--- config.mk ---
export PLATFORM = sky130hd
export DESIGN_NAME = go_back_n_link_controller
export DESIGN_NICKNAME = d
export VERILOG_FILES = /design/src/gbn_pkg.sv /design/src/go_back_n_link_controller.sv /design/src/gbn_ctrl.sv /design/src/gbn_dp.sv
export SDC_FILE = /design/constraint.sdc
export NUM_CORES = 1
export LEC_CHECK = 0
export BUFFER_PORTS_ARGS = -buffer_cell sky130_fd_sc_hd__buf_4
export CORE_MARGIN = 2
export CORE_UTILIZATION = 30
export DETAILED_ROUTE_END_ITERATION = 8
export PLACE_DENSITY = 0.53
export SLEW_MARGIN = 20
export SYNTH_ARGS = -nofsm -noshare
export SYNTH_HDL_FRONTEND = slang
export SYNTH_SLANG_ARGS = --single-unit
--- constraint.sdc ---
create_clock -name clk -period 8.56 [get_ports clk]
set_input_delay 1.712 -clock clk [delete_from_list [all_inputs] [get_ports clk]]
set_output_delay 1.712 -clock clk [all_outputs]
set_load 0.05 [all_outputs]
--- src/gbn_pkg.sv ---
`timescale 1ns / 1ps
// Shared types, codes and sequence arithmetic for the Go-Back-N link controller.
// Depends on nothing; used by gbn_ctrl, gbn_dp and go_back_n_link_controller.
package gbn_pkg;

  // Sequence space and field widths
  localparam int MAX_SEQ_NUM   = 7;
  localparam int PAYLOAD_BYTES = 5;
  localparam int SEQ_MOD       = MAX_SEQ_NUM + 1;
  localparam int SEQ_W         = 3;
  localparam int CNT_W         = 4;
  localparam int PAY_W         = 40;
  localparam int MODE_W        = 2;
  localparam int ACT_W         = 2;

  // Event codes
  localparam logic [MODE_W-1:0] MODE_NEW     = 2'd0;
  localparam logic [MODE_W-1:0] MODE_FRAME   = 2'd1;
  localparam logic [MODE_W-1:0] MODE_CKSUM   = 2'd2;
  localparam logic [MODE_W-1:0] MODE_TIMEOUT = 2'd3;

  // Result action codes
  localparam logic [ACT_W-1:0] ACT_TX      = 2'd0;
  localparam logic [ACT_W-1:0] ACT_DELIVER = 2'd1;
  localparam logic [ACT_W-1:0] ACT_STATUS  = 2'd2;
  localparam logic [ACT_W-1:0] ACT_REFUSE  = 2'd3;

  typedef struct packed {
    logic [MODE_W-1:0] mode;
    logic [PAY_W-1:0]  payload;
    logic [SEQ_W-1:0]  frame_seq;
    logic [SEQ_W-1:0]  frame_ack;
  } gbn_in_t;

  typedef struct packed {
    logic [ACT_W-1:0] action;
    logic [SEQ_W-1:0] out_seq;
    logic [SEQ_W-1:0] out_ack;
    logic [PAY_W-1:0] out_payload;
    logic             window_full;
    logic             last;
  } gbn_out_t;

  // Commands from the controller to the datapath
  typedef struct packed {
    logic do_new;
    logic do_refuse;
    logic do_status;
    logic frame_begin;
    logic release_one;
    logic frame_done;
    logic rtx_begin;
    logic rtx_emit;
  } gbn_cmd_t;

  // Status from the datapath to the controller
  typedef struct packed {
    logic full;
    logic none_outstanding;
    logic release_ok;
    logic rtx_last;
  } gbn_sts_t;

  // Next sequence number, wrapping after MAX_SEQ_NUM
  function automatic logic [SEQ_W-1:0] seq_inc(input logic [SEQ_W-1:0] k);
    return (k < SEQ_W'(MAX_SEQ_NUM)) ? SEQ_W'(k + SEQ_W'(1)) : '0;
  endfunction

  // Piggybacked ack: one before the expected receive number
  function automatic logic [SEQ_W-1:0] cur_ack(input logic [SEQ_W-1:0] r);
    return (r == '0) ? SEQ_W'(MAX_SEQ_NUM) : SEQ_W'(r - SEQ_W'(1));
  endfunction

  // Circular check lo <= x < hi
  function automatic logic in_window(input logic [SEQ_W-1:0] lo,
                                     input logic [SEQ_W-1:0] x,
                                     input logic [SEQ_W-1:0] hi);
    return ((lo <= x) && (x < hi)) || ((hi < lo) && (lo <= x)) ||
           ((x < hi) && (hi < lo));
  endfunction

  // Window full once outstanding frames reach the limit
  function automatic logic full_of(input logic [CNT_W-1:0] n);
    return n >= CNT_W'(MAX_SEQ_NUM);
  endfunction

endpackage

--- src/go_back_n_link_controller.sv ---
`timescale 1ns / 1ps
// Go-Back-N link controller with 3-bit sequence numbers, window of seven.
// A new packet, a checksum error or a timeout with nothing outstanding gives its single
// registered result the cycle after it is taken. An arrived frame holds busy while its
// ack releases outstanding frames one at a time, then gives its result. A timeout
// with n frames outstanding gives n retransmits, one per cycle, read from the send
// store's registered port, and holds busy until the last. Results are one-cycle
// strobes on out_valid that the receiver must take; last marks the final one.
// Depends on gbn_pkg, gbn_ctrl and gbn_dp.
module go_back_n_link_controller
  import gbn_pkg::*;
#(
  parameter int PAY_BYTES = PAYLOAD_BYTES
) (
  input  logic     clk,
  input  logic     rst_n,
  input  logic     start,
  output logic     busy,
  input  gbn_in_t  in_item,
  output logic     out_valid,
  output gbn_out_t out_item
);

  gbn_cmd_t cmd;
  gbn_sts_t sts;

  gbn_ctrl u_ctrl (
    .clk   (clk),
    .rst_n (rst_n),
    .start (start),
    .mode  (in_item.mode),
    .sts   (sts),
    .busy  (busy),
    .cmd   (cmd)
  );

  gbn_dp #(
    .PAY_BYTES (PAY_BYTES)
  ) u_dp (
    .clk       (clk),
    .rst_n     (rst_n),
    .in_item   (in_item),
    .cmd       (cmd),
    .sts       (sts),
    .out_valid (out_valid),
    .out_item  (out_item)
  );

endmodule

--- src/gbn_ctrl.sv ---
`timescale 1ns / 1ps
// Event sequencer of the Go-Back-N link controller: accepts events and steps
// the ack release loop and retransmit bursts. Depends on gbn_pkg.
module gbn_ctrl
  import gbn_pkg::*;
(
  input  logic              clk,
  input  logic              rst_n,
  input  logic              start,
  input  logic [MODE_W-1:0] mode,
  input  gbn_sts_t          sts,
  output logic              busy,
  output gbn_cmd_t          cmd
);

  localparam logic [1:0] ST_IDLE = 2'd0;
  localparam logic [1:0] ST_ACK  = 2'd1;
  localparam logic [1:0] ST_RTX  = 2'd2;

  logic [1:0] state_r;
  logic [1:0] state_nxt;
  logic       accept;

  assign busy   = (state_r != ST_IDLE);
  assign accept = start && !busy;

  // Decode events and walk the multi-cycle ones
  always_comb begin
    state_nxt = state_r;
    cmd       = '0;
    case (state_r)
      ST_IDLE: begin
        if (accept) begin
          case (mode)
            MODE_NEW: begin
              cmd.do_new    = !sts.full;
              cmd.do_refuse = sts.full;
            end
            MODE_FRAME: begin
              cmd.frame_begin = 1'b1;
              state_nxt       = ST_ACK;
            end
            MODE_TIMEOUT: begin
              if (sts.none_outstanding) begin
                cmd.do_status = 1'b1;
              end else begin
                cmd.rtx_begin = 1'b1;
                state_nxt     = ST_RTX;
              end
            end
            default: begin
              cmd.do_status = 1'b1;
            end
          endcase
        end
      end
      ST_ACK: begin
        // release one frame a cycle, then report
        if (sts.release_ok) begin
          cmd.release_one = 1'b1;
        end else begin
          cmd.frame_done = 1'b1;
          state_nxt      = ST_IDLE;
        end
      end
      ST_RTX: begin
        cmd.rtx_emit = 1'b1;
        if (sts.rtx_last) begin
          state_nxt = ST_IDLE;
        end
      end
      default: begin
        state_nxt = ST_IDLE;
      end
    endcase
  end

  always_ff @(posedge clk) begin
    if (!rst_n) begin
      state_r <= ST_IDLE;
    end else begin
      state_r <= state_nxt;
    end
  end

`ifndef NO_ASSERTIONS
  ctrl_ack_needs_frame: assert property (@(posedge clk) disable iff (!rst_n)
    (state_r == ST_ACK) |-> $past(state_r == ST_ACK || cmd.frame_begin))
    else $error("ack loop entered without a frame event");
  ctrl_rtx_one_cmd: assert property (@(posedge clk) disable iff (!rst_n)
    $onehot0(cmd))
    else $error("more than one datapath command at once");
  ctrl_busy_after_frame: assert property (@(posedge clk) disable iff (!rst_n)
    cmd.frame_begin |=> busy)
    else $error("frame event did not hold the input off");
`endif

endmodule

--- src/gbn_dp.sv ---
`timescale 1ns / 1ps
// Datapath of the Go-Back-N link controller: window registers, send store
// and result register. Depends on gbn_pkg; commanded by gbn_ctrl.
module gbn_dp
  import gbn_pkg::*;
#(
  parameter int PAY_BYTES = PAYLOAD_BYTES
) (
  input  logic     clk,
  input  logic     rst_n,
  input  gbn_in_t  in_item,
  input  gbn_cmd_t cmd,
  output gbn_sts_t sts,
  output logic     out_valid,
  output gbn_out_t out_item
);

  localparam int STORE_W = (8 * PAY_BYTES < PAY_W) ? 8 * PAY_BYTES : PAY_W;

  logic [SEQ_W-1:0]   send_next_r, send_next_nxt;
  logic [SEQ_W-1:0]   ack_oldest_r, ack_oldest_nxt;
  logic [SEQ_W-1:0]   recv_exp_r, recv_exp_nxt;
  logic [CNT_W-1:0]   outstanding_r, outstanding_nxt;
  logic               full_flag_r, full_flag_nxt;
  logic [CNT_W-1:0]   cnt_r, cnt_nxt;
  logic               deliver_r, deliver_nxt;
  logic [SEQ_W-1:0]   fack_r, fack_nxt;
  logic [STORE_W-1:0] pay_r, pay_nxt;
  logic               out_valid_r, out_valid_nxt;
  gbn_out_t           out_item_r, out_item_nxt;

  logic [STORE_W-1:0] store_mem [SEQ_MOD];
  logic [STORE_W-1:0] rd_data_r;
  logic [SEQ_W-1:0]   rd_addr;
  logic [STORE_W-1:0] in_pay;
  logic [CNT_W-1:0]   out_plus;

  assign in_pay   = in_item.payload[STORE_W-1:0];
  assign out_plus = CNT_W'(outstanding_r + CNT_W'(1));

  // Status back to the sequencer
  assign sts.full             = full_flag_r;
  assign sts.none_outstanding = (outstanding_r == '0);
  assign sts.release_ok       = (outstanding_r != '0) &&
                                in_window(ack_oldest_r, fack_r, send_next_r);
  assign sts.rtx_last         = (cnt_r == CNT_W'(1));

  // Next state of the window and the result register
  always_comb begin
    send_next_nxt   = send_next_r;
    ack_oldest_nxt  = ack_oldest_r;
    recv_exp_nxt    = recv_exp_r;
    outstanding_nxt = outstanding_r;
    full_flag_nxt   = full_flag_r;
    cnt_nxt         = cnt_r;
    deliver_nxt     = deliver_r;
    fack_nxt        = fack_r;
    pay_nxt         = pay_r;
    out_valid_nxt   = 1'b0;
    out_item_nxt    = out_item_r;
    rd_addr         = seq_inc(send_next_r);

    if (cmd.do_new) begin
      send_next_nxt            = seq_inc(send_next_r);
      outstanding_nxt          = out_plus;
      full_flag_nxt            = full_of(out_plus);
      out_valid_nxt            = 1'b1;
      out_item_nxt.action      = ACT_TX;
      out_item_nxt.out_seq     = send_next_r;
      out_item_nxt.out_ack     = cur_ack(recv_exp_r);
      out_item_nxt.out_payload = PAY_W'(in_pay);
      out_item_nxt.window_full = full_of(out_plus);
      out_item_nxt.last        = 1'b1;
    end

    if (cmd.do_refuse || cmd.do_status) begin
      full_flag_nxt            = full_of(outstanding_r);
      out_valid_nxt            = 1'b1;
      out_item_nxt.action      = cmd.do_refuse ? ACT_REFUSE : ACT_STATUS;
      out_item_nxt.out_seq     = '0;
      out_item_nxt.out_ack     = cur_ack(recv_exp_r);
      out_item_nxt.out_payload = '0;
      out_item_nxt.window_full = full_of(outstanding_r);
      out_item_nxt.last        = 1'b1;
    end

    // Hold the arrived frame and advance the receive number if its seq is the expected one
    if (cmd.frame_begin) begin
      deliver_nxt = (in_item.frame_seq == recv_exp_r);
      fack_nxt    = in_item.frame_ack;
      pay_nxt     = in_pay;
      if (in_item.frame_seq == recv_exp_r) begin
        recv_exp_nxt = seq_inc(recv_exp_r);
      end
    end

    // Drop the oldest outstanding frame
    if (cmd.release_one) begin
      outstanding_nxt = CNT_W'(outstanding_r - CNT_W'(1));
      ack_oldest_nxt  = seq_inc(ack_oldest_r);
    end

    if (cmd.frame_done) begin
      full_flag_nxt            = full_of(outstanding_r);
      out_valid_nxt            = 1'b1;
      out_item_nxt.action      = deliver_r ? ACT_DELIVER : ACT_STATUS;
      out_item_nxt.out_seq     = '0;
      out_item_nxt.out_ack     = cur_ack(recv_exp_r);
      out_item_nxt.out_payload = deliver_r ? PAY_W'(pay_r) : '0;
      out_item_nxt.window_full = full_of(outstanding_r);
      out_item_nxt.last        = 1'b1;
    end

    // Rewind to the oldest frame and fetch it
    if (cmd.rtx_begin) begin
      send_next_nxt = ack_oldest_r;
      cnt_nxt       = full_of(outstanding_r) ? CNT_W'(MAX_SEQ_NUM) : outstanding_r;
      rd_addr       = ack_oldest_r;
    end

    // Send one stored frame again while fetching the next
    if (cmd.rtx_emit) begin
      send_next_nxt            = seq_inc(send_next_r);
      cnt_nxt                  = CNT_W'(cnt_r - CNT_W'(1));
      full_flag_nxt            = full_of(outstanding_r);
      out_valid_nxt            = 1'b1;
      out_item_nxt.action      = ACT_TX;
      out_item_nxt.out_seq     = send_next_r;
      out_item_nxt.out_ack     = cur_ack(recv_exp_r);
      out_item_nxt.out_payload = PAY_W'(rd_data_r);
      out_item_nxt.window_full = full_of(outstanding_r);
      out_item_nxt.last        = (cnt_r == CNT_W'(1));
    end
  end

  // Send store: one write port, one registered read port
  always_ff @(posedge clk) begin
    if (cmd.do_new) begin
      store_mem[send_next_r] <= in_pay;
    end
    rd_data_r <= store_mem[rd_addr];
  end

  always_ff @(posedge clk) begin
    if (!rst_n) begin
      send_next_r   <= '0;
      ack_oldest_r  <= '0;
      recv_exp_r    <= '0;
      outstanding_r <= '0;
      full_flag_r   <= 1'b0;
      out_valid_r   <= 1'b0;
    end else begin
      send_next_r   <= send_next_nxt;
      ack_oldest_r  <= ack_oldest_nxt;
      recv_exp_r    <= recv_exp_nxt;
      outstanding_r <= outstanding_nxt;
      full_flag_r   <= full_flag_nxt;
      out_valid_r   <= out_valid_nxt;
    end
  end

  always_ff @(posedge clk) begin
    cnt_r      <= cnt_nxt;
    deliver_r  <= deliver_nxt;
    fack_r     <= fack_nxt;
    pay_r      <= pay_nxt;
    out_item_r <= out_item_nxt;
  end

  assign out_valid = out_valid_r;
  assign out_item  = out_item_r;

`ifndef NO_ASSERTIONS
  dp_outstanding_bound: assert property (@(posedge clk) disable iff (!rst_n)
    outstanding_r <= CNT_W'(MAX_SEQ_NUM))
    else $error("outstanding count beyond window limit");
  dp_full_matches: assert property (@(posedge clk) disable iff (!rst_n)
    out_valid_r |-> (out_item_r.window_full == full_flag_r))
    else $error("reported window flag differs from stored flag");
  dp_release_nonzero: assert property (@(posedge clk) disable iff (!rst_n)
    cmd.release_one |=> (outstanding_r == CNT_W'($past(outstanding_r) - CNT_W'(1))))
    else $error("release did not drop one outstanding frame");
  dp_rtx_count: assert property (@(posedge clk) disable iff (!rst_n)
    cmd.rtx_emit |-> (cnt_r != '0))
    else $error("retransmit with empty burst count");
`endif

endmodule

==> After elaboration in Yosys (flattened, before gate mapping) <==
Memories as Yosys holds them, arrays and structs flattened. A register that Yosys moved wholly into a read port is not among the register bits.
Cells that the tools add are included.
{ "op_classes": {"n_addsub": 7, "n_lt_le_gt_ge": 8, "n_eq_ne": 11, "n_mux": 49, "reduce_logical": 24} }
{ "op_table": {"columns": ["operator", "count"], "rows": [
  ["$mux 50", 3],
  ["$mux 48", 1],
  ["$mux 40", 1],
  ["$mux 4", 7],
  ["$mux 3", 8],
  ["$mux 1", 19],
  ["$mux 2", 7],
  ["$add 3x1->3 const B", 3],
  ["$lt 3x3->1 const B", 3],
  ["$ge 4x3->1 const B", 2],
  ["$reduce_bool 4->1", 2],
  ["$sub 4x1->4 const B", 2],
  ["$lt 3x3->1", 2],
  ["$ne 3x3->1 const B", 2],
  ["$pmux 2 s3", 1],
  ["$reduce_bool 2->1", 3],
  ["$reduce_bool 3->1", 2],
  ["$logic_and 1x1->1", 5],
  ["$reduce_and 5->1", 1],
  ["$add 4x1->4 const B", 1],
  ["$eq 2x1->1 const B", 2],
  ["$eq 2x2->1 const B", 2],
  ["$eq 4x1->1 const B", 1],
  ["$logic_not 2->1", 2],
  ["other kinds (13)", 17]
]} }
{ "word_totals": {"register_bits": 115, "mem_bits_rw": 320, "in_bits": 51, "output_inout_bits": 52, "n_memories": 1} }
{ "memory_table": {"columns": ["memory", "depth", "width", "rd", "rd_clocked_by_memory_dff", "write_ports", "line_no", "rtl"], "rows": [
  ["u_dp.store_mem", 8, 40, 1, 1, 1, "gbn_dp.sv:32", "logic [STORE_W-1:0] store_mem [SEQ_MOD];"]
]} }

==> Depth between registers and ports, before layout <==
Gate-level depths: netlist of run 1.
{ "depth": {"depth_word": 9, "mapped_depth": 12, "mapped_depth_nobuf": 8} }

==> By module <==
From an unflattened synthesis of run 1, not the netlist that was laid out.
{ "unflattened": {"hier_cells": 900, "area_unflattened_um2": 18044.8} }
{ "by_module_without_submodules": {"columns": ["mod", "n_inst", "cells_each", "area_per_inst_um2"], "rows": [
  ["gbn_dp", 1, 880, 17875.9],
  ["gbn_ctrl", 1, 20, 168.9]
]} }

==> Worst setup path before layout of run 1 <==
No wires, ideal clock.
{ "synth_path": {"kind": "input to register", "startpoint": "input port in_item[47] (netlist bit)", "endpoint": "memory u_dp.store_mem[0][0] (netlist bit) (enable)", "setup_ps": 537, "arrival_ps": 6275, "t_required_ps": 8023, "path_slack_ps": 1748, "stages": 4, "n_path_buf": 1, "path_cell_list": "nor4b_1 -> nand2_1 -> clkbuf_1 -> nor4_1"} }
{ "synth_between": {"elab_chain_len": 6} }
{ "synth_lines": {"columns": ["item", "line_no", "rtl"], "rows": [
  ["from (decl)", "go_back_n_link_controller.sv:19", "input gbn_in_t in_item,"],
  ["$logic_not 2->1", "gbn_ctrl.sv:34", "case (mode)"],
  ["$mux 2", "gbn_ctrl.sv:34", null],
  ["$mux 4", "gbn_ctrl.sv:33", "if (accept) begin"],
  ["$mux 4", "gbn_ctrl.sv:31", "case (state_r)"],
  ["$mux 1", "gbn_dp.sv:138", "if (cmd.do_new) begin"],
  ["$mux 1 (not written as such)", "gbn_dp.sv:139", "store_mem[send_next_r] <= in_pay;"],
  ["to (decl)", "gbn_dp.sv:32", null]
]} }
No other way between the ends.

==> Worst setup path in the final report of run 1 <==
{ "layout_path": {"startpoint": "input port in_item[47] (netlist bit)", "endpoint": "memory u_dp.store_mem[7][24] (netlist bit) (enable)"} }
Same word-level chain as after synthesis.

==> summary.md, run 1 <==
| Metric | Value |
|---|---|
| Status | `completed` |
| FP Rows | `90` |
| Worst-Skew Late Latency | `0.57 ns` |
| Hold EP | `u_dp.out_item[48]$_SDFFE_PP0P_` |
| Synth top area share | `0.676` |
| Clock Path Buffers | `3` |
| CTS resizes | `0` |
| Placed cell count | `1943` |
| Synth Cell Area | `0.0185 sq mm` |
| Synth Area in Adders | `0.0115` |
| Synthesized-area fraction occupied by and/or/nand/nor cells | `0.0568` |
| Worst Hold Class | `flip-flop to flip-flop` |
| DIE WIDTH | `252 um` |
| Initial antenna violation count | `1` |
| TritonRoute pass-1 iters | `5` |
| Crit path arrival time | `3.95 ns` |
| Vias | `9847` |
| Final setup viols | `0` |
| Clock share of power | `0.398` |
| Port bufs | `102` |
| Max-capacitance violation count | `0` |
| Main synth FF type | `edfxtp_1` |
| Compound-gate portion of the synthesized area | `0.0927` |
| Routed len/inst | `20.5 um` |
| Hold_buf cts | `0` |
| Die Y | `252 um` |
| Cell mode on critical path | `buf_4` |
| RSZ-0062 raised after global routing | `no` |
| Worst Min Path Start | `u_dp.out_item[48]$_SDFFE_PP0P_` |
| Syn avg cell area | `16.7 sq um` |
| Post-DR vias/cell | `4.83` |
| Mux contribution to synthesized area | `0.0685` |
| P&R area growth vs syn | `17.7%` |
| Top cells by area in the synthesized netlist | `edfxtp_1 68%, mux2i_1 6.7%, dfxtp_1 6.4%` |
| Post-synth ARST share | `0` |
| Clk sinks | `475` |
| Worst VDD drop | `0.141 mV` |
| Flop pwr share | `0.495` |
| H-tree depth | `2` |
| Comb pwr share | `0.107` |
| Pint | `4.10 mW` |
| Largest net degree at the start of global routing | `161` |
| Switching portion of total power | `0.239` |
| Root Buffer | `clkbuf_16` |
| Final hold violations | `0` |
| Top cells by instance count after synthesis | `416 x edfxtp_1, 123 x mux2i_1, 100 x nand2_1` |
| Worst R2R Setup Slack | `4.90 ns` |
| Sequential share of the synthesized area | `0.740` |
| Final nets | `1282` |
| Total track usage | `0.131` |
| Relative slew slack | `0.440` |
| Clock transition at path regs | `0.06 ns` |
| Top-count cell post-synth | `edfxtp_1` |
| Setup TNS | `0 ns` |
| EDFF count, synth | `416` |
| Launch point of the worst reg-to-reg path | `u_dp.send_next_r[2]$_SDFFE_PN0P_` |
| Die area | `0.0636 sq mm` |
| Finished Layout Cells | `2037` |
| XOR/XNOR share of the synthesized area | `0.00474` |
| Initial DRC Count | `751` |
| Largest delay share family, worst path | `simple AND/OR/NAND/NOR gates` |
| Crit path kind | `input port to flip-flop` |
| Routed Antenna Nets | `0` |
| Instance area at placement | `0.0201 sq mm` |
| # IOs | `103` |
| Slowest CP cell | `buf_4` |
| Critical-path maximum fanout | `30` |
| Hpwl dp | `21800 um` |
| ANT cells | `0` |
| Worst path required time | `8.77 ns` |
| Slew of the pin with the lowest slew margin | `0.840 ns` |
| Final period util | `0.437` |
| Biggest cell delay along the critical path | `0.55 ns` |
| First-pass GRT wire length | `63100 um` |
| Crit start category | `input port` |
| Setup bufs post-CTS | `0` |
| Yosys warns | `0` |
| DRC | `0` |
| Cell Chain, Critical Path | `buf_4 > nor4b_1 > and2_1 > nand2_1 > nor2_4 > buf_4` |
| Fin util | `0.359` |
| Hold Crit Depth | `1` |
| CTS buffer count | `50` |
| Starting density of the core | `0.305` |
| Switching pwr | `1.29 mW` |
| Grt total ovfl | `0` |
| GPL Wtd Cong | `0.736` |
| Static Leak | `7.21 nW` |
| Buf/Inv on CP | `2` |
| TritonCTS clock tree | `done` |
| Mapped Nets | `1172` |
| Fmax | `268 MHz` |
| Largest area contributor in the netlist | `edfxtp_1` |
| Max-slew violations | `0` |
| Worst R2R End | `u_dp.out_item[23]$_DFFE_PP_` |
| Synth unique cells | `59` |
| Share of cells above drive strength 1 | `0.196` |
| Cells after synthesis | `1104` |
| Cells on worst reg2reg path | `8` |
| Final wirelength | `41900 um` |
| Pwr/cell area | `248 mW/mm^2` |
| FF+latch count, synth | `475` |
| Tmin final | `3.74 ns` |
| Vias in the first global route | `10100` |
| Design area | `0.0217 sq mm` |
| Main combinational cell family by area after synthesis | `compound AO/OA/AOI/OAI gates` |
| Crit path capture type | `flip-flop` |
| Max Clock Skew | `0.00873 ns` |
| CORE AREA | `0.0606 sq mm` |
## per-stage QoR
stage	setup WS, ns	hold slack, ns	total power, mW
global placement	4.24	0.492	3.30
floorplan	1.75	0.494	3.10
detailed placement	4.24	0.508	3.30
CTS	4.87	0.520	5.46
global route	4.59	0.530	5.59
finish	4.82	0.515	5.39
## registers in the layout, indices dropped and copies added, names as in the netlist, 4 cells and up
signal / cells
u_dp.cnt_r: 4
u_dp.pay_r: 40
u_dp.out_item: 50
u_dp.store_mem: 320
u_dp.rd_data_r: 40
u_dp.outstanding_r: 4
## routing by layer
metal,up-vias,track usage,routed length [um]
li1,4564,-,-
met1,4972,0.178,19200
met2,248,0.212,19300
met3,61,0.0254,2390
met4,2,0.0397,924
met5,-,0,12
## cells in the final DEF (no fill, tap or decap), types with 3 or more instances in the layout
master / n
edfxtp_1: 416
mux2i_1: 123
buf_4: 118
nand2_1: 99
dfxtp_1: 59
clkbuf_16: 51
and2_1: 44
a221o_1: 40
a32o_1: 40
a221oi_2: 22
nor2_1: 21
a21oi_1: 19
inv_1: 19
a221oi_1: 18
ha_1: 17
clkbuf_1: 13
nand3_1: 11
o21ai_0: 9
clkinv_1: 9
nor3_1: 7
clkbuf_8: 7
xnor2_1: 6
clkinv_2: 6
xor2_1: 4
nor2b_1: 4
a21o_1: 4
nor2_4: 4
nor3_2: 4
nand2b_1: 4
bufinv_16: 4
o21ai_1: 3
nand2_4: 3
o31ai_4: 3
## layout make-up
cell class | count | area, sq um
clock inverter | 22 | 208
clock buffer | 71 | 1420
fill | 5726 | 38800
inverter | 20 | 75.1
multi-input combinational | 547 | 4450
timing repair buffer | 120 | 933
tap | 782 | 978
sequential | 475 | 13700
## worst max-delay path by stage
stage / startpoint / to / slack [ns] / cells past startpoint
6_report: in_item[47] / u_dp.store_mem[7][24]$_DFFE_PP_ / 4.82 / 6
5_1_grt: u_dp.send_next_r[2]$_SDFFE_PN0P_ / u_dp.out_item[23]$_DFFE_PP_ / 4.59 / 8
4_1_cts: in_item[47] / u_dp.store_mem[7][22]$_DFFE_PP_ / 4.87 / 6
3_5_place_dp: in_item[47] / u_dp.store_mem[7][23]$_DFFE_PP_ / 4.24 / 6
3_3_place_gp: in_item[47] / u_dp.store_mem[5][27]$_DFFE_PP_ / 4.24 / 6
2_1_floorplan: in_item[47] / u_dp.store_mem[0][0]$_DFFE_PP_ / 1.75 / 4
## logic make-up after synthesis
logic type | count (synthesis)
AO/OA/AOI/OAI | 181
XOR/XNOR | 10
adder cells (fa/ha/maj) | 17
buffers and inverters | 82
flip-flops | 475
multiplexers | 125
AND/OR/NAND/NOR | 214
## power by group through the flow
| stage | clock [mW] | sequential (mW) | combinational [mW] |
|---|---|---|---|
| after floorplan | 0 | 2.82 | 0.283 |
| after global placement | 0 | 2.72 | 0.580 |
| after detailed placement | 0 | 2.72 | 0.585 |
| after CTS | 2.20 | 2.67 | 0.587 |
| after global routing | 2.29 | 2.68 | 0.618 |
| final | 2.15 | 2.67 | 0.576 |
Power figures use the tool's default switching activity.
==> run 2: changes to the inputs <==
PLACE_DENSITY = 0.55   (was 0.53)
clock period = 3.12 ns   (was 8.56 ns; I/O delays follow)
==> summary.md, run 2 (same netlist as run 1, synthesis figures left out) <==
| Metric | Value |
|---|---|
| Status | `completed` |
| Cell Chain, Critical Path | `inv_1 > ha_1 > or3b_1 > a31oi_2 > a21oi_4 > buf_12 > buf_12 > nand2_1 > a32o_1 > a221oi_1` |
| Post-DR vias/cell | `4.85 (+0.30%)` |
| Hpwl dp | `24200 um (+11%)` |
| Die Y | `252 um (unchanged)` |
| Hold_buf cts | `0 (unchanged)` |
| Final wirelength | `42600 um (+1.8%)` |
| FF+latch area | `0.0137 sq mm (unchanged)` |
| Tmin final | `2.87 ns` |
| Final nets | `1311 (+2.3%)` |
| Largest net degree at the start of global routing | `43 (-73%)` |
| Max Clock Skew | `0.0162 ns (+0.00746 ns)` |
| First-pass GRT wire length | `64600 um (+2.4%)` |
| Vias | `10000 (+1.6%)` |
| Launch point of the worst reg-to-reg path | `u_dp.outstanding_r[0]$_SDFFE_PN0P_` |
| Slowest CP cell | `dfxtp_1` |
| Die area | `0.0636 sq mm (unchanged)` |
| Max-capacitance violation count | `0 (unchanged)` |
| Fmax | `349 MHz` |
| Root Buffer | `clkbuf_16` |
| WHS | `0.216 ns (-0.298 ns)` |
| Worst R2R End | `u_dp.rd_data_r[15]$_DFF_P_` |
| # fillers | `5625 (-1.8%)` |
| P&R area growth vs syn | `20.6%` |
| CORE AREA | `0.0606 sq mm (unchanged)` |
| DRC | `0 (unchanged)` |
| Worst R2R Setup Slack | `0.25 ns (-4.65 ns)` |
| Grt total ovfl | `0 (unchanged)` |
| Port bufs | `102 (unchanged)` |
| Clock transition at path regs | `0.06 ns (about the same)` |
| Final hold violations | `0 (unchanged)` |
| Worst path required time | `3.61 ns (-5.16 ns)` |
| Clock Path Buffers | `3 (unchanged)` |
| TritonCTS clock tree | `done` |
| Initial antenna violation count | `3 (+2)` |
| Final period util | `0.919` |
| Worst Hold Class | `input port to flip-flop` |
| Setup TNS | `0 ns (unchanged)` |
| Vias in the first global route | `10200 (+1.6%)` |
| TritonRoute pass-1 iters | `5 (unchanged)` |
| ANT cells | `0 (unchanged)` |
| Clk sinks | `475 (unchanged)` |
| Cell mode on critical path | `buf_12` |
| Crit start category | `flip-flop` |
| Post-Place Worst Slack | `0.257 ns (-3.98 ns)` |
| Crit path to | `u_dp.rd_data_r[15]$_DFF_P_` |
| CTS buffer count | `49 (-2.0%)` |
| Area occupied by multi-input gates | `0.00449 sq mm (+0.90%)` |
| H-tree depth | `2 (unchanged)` |
| DIE WIDTH | `252 um (unchanged)` |
| Setup bufs post-CTS | `0 (unchanged)` |
| Crit path capture type | `flip-flop` |
| Biggest register | `u_dp.store_mem` |
| Biggest cell delay along the critical path | `0.44 ns (-0.11 ns)` |
| Pwr/cell area | `665 mW/mm^2 (+170%)` |
| FP Rows | `90 (unchanged)` |
| Max reg flops | `320 (unchanged)` |
| Starting density of the core | `0.305 (unchanged)` |
| Routed len/inst | `20.6 um (+0.44%)` |
| Critical-path maximum fanout | `20 (-33%)` |
| Crit path kind | `flip-flop to flip-flop` |
| Initial DRC Count | `817 (+8.8%)` |
| Final setup viols | `0 (unchanged)` |
| Worst-Skew Late Latency | `0.59 ns (+0.02 ns)` |
| Power, Total | `14.8 mW (+170%)` |
| Crit path launch | `u_dp.outstanding_r[0]$_SDFFE_PN0P_` |
| Share of cells above drive strength 1 | `0.218 (+0.0216)` |
| Relative slew slack | `0.262 (-0.178)` |
| Cells on worst reg2reg path | `10 (+2)` |
| Final worst slack | `0.252 ns (-4.57 ns)` |
| # IOs | `103 (unchanged)` |
| Crit path arrival time | `3.36 ns (-0.59 ns)` |
| CTS resizes | `0 (unchanged)` |
| Fin util | `0.368 (+0.00888)` |
| Slew of the pin with the lowest slew margin | `1.11 ns (+0.267 ns)` |
| Static Leak | `7.41 nW (+2.8%)` |
| Commonest non-fill, non-tap cell in the layout | `edfxtp_1` |
| Worst VDD drop | `0.381 mV (+170%)` |
| GPL Wtd Cong | `0.824 (+12%)` |
| RSZ-0062 raised after global routing | `no` |
| Most frequent cells in the layout | `416 x edfxtp_1, 123 x mux2i_1, 123 x buf_4` |
| Routed Antenna Nets | `0 (unchanged)` |
| Total track usage | `0.134 (+0.00357)` |
| Max-slew violations | `0 (unchanged)` |
[run 2: area by class of cell]
class,instances,area share
clock buffer,63,0.0583
clock inverter,27,0.0134
inverter,20,0.00337
multi-input combinational,547,0.202
sequential,475,0.614
tap,782,0.0439
timing repair buffer,150,0.0657
[run 2: worst min path at each step]
stage	startpoint	to	slack [ns]	cells after the start
5_1_grt	in_item[2]	u_dp.fack_r[2]$_DFFE_PP_	0.19	1
4_1_cts	in_item[2]	u_dp.fack_r[2]$_DFFE_PP_	0.18	1
3_3_place_gp	u_dp.out_item[48]$_SDFFE_PP0P_	u_dp.out_item[48]$_SDFFE_PP0P_	0.49	1
3_5_place_dp	u_dp.out_item[48]$_SDFFE_PP0P_	u_dp.out_item[48]$_SDFFE_PP0P_	0.48	1
2_1_floorplan	u_dp.ack_oldest_r[1]$_SDFFE_PN0P_	u_dp.ack_oldest_r[1]$_SDFFE_PN0P_	0.49	2
6_report	in_item[2]	u_dp.fack_r[2]$_DFFE_PP_	0.22	1
[run 2: worst max-delay path: cells and delay by family, from the launching register on]
| kind | cells | cell delay (ns) |
|---|---|---|
| AOI/OAI and AO/OA | 4 | 1.04 |
| adders and majority gates | 1 | 0.22 |
| buffers and inverters | 3 | 0.54 |
| DFF | 1 | 0.44 |
| and+or+nand+nor | 2 | 0.50 |
[run 2: metrics by stage]
step                      cells  area [sq um]
final                      2064         22300
after global routing       2064         22300
after CTS                  2064         22300
after detailed placement   1974         20700
after global placement     1974         20700
after floorplan            1104         18500
[run 2: layer usage]
metal	track usage	routed length (um)
met1	0.183	19500
met2	0.215	19800
met3	0.0325	2340
met4	0.0355	928
met5	0	38
[run 2: power by group]
group / switching [mW] / leakage [nW] / internal, mW
Sequential: 0.0885 / 4.27 / 7.21
Combinational: 1.07 / 2.37 / 0.640
Clock: 2.43 / 0.770 / 3.37
Total: 3.59 / 7.41 / 11.2
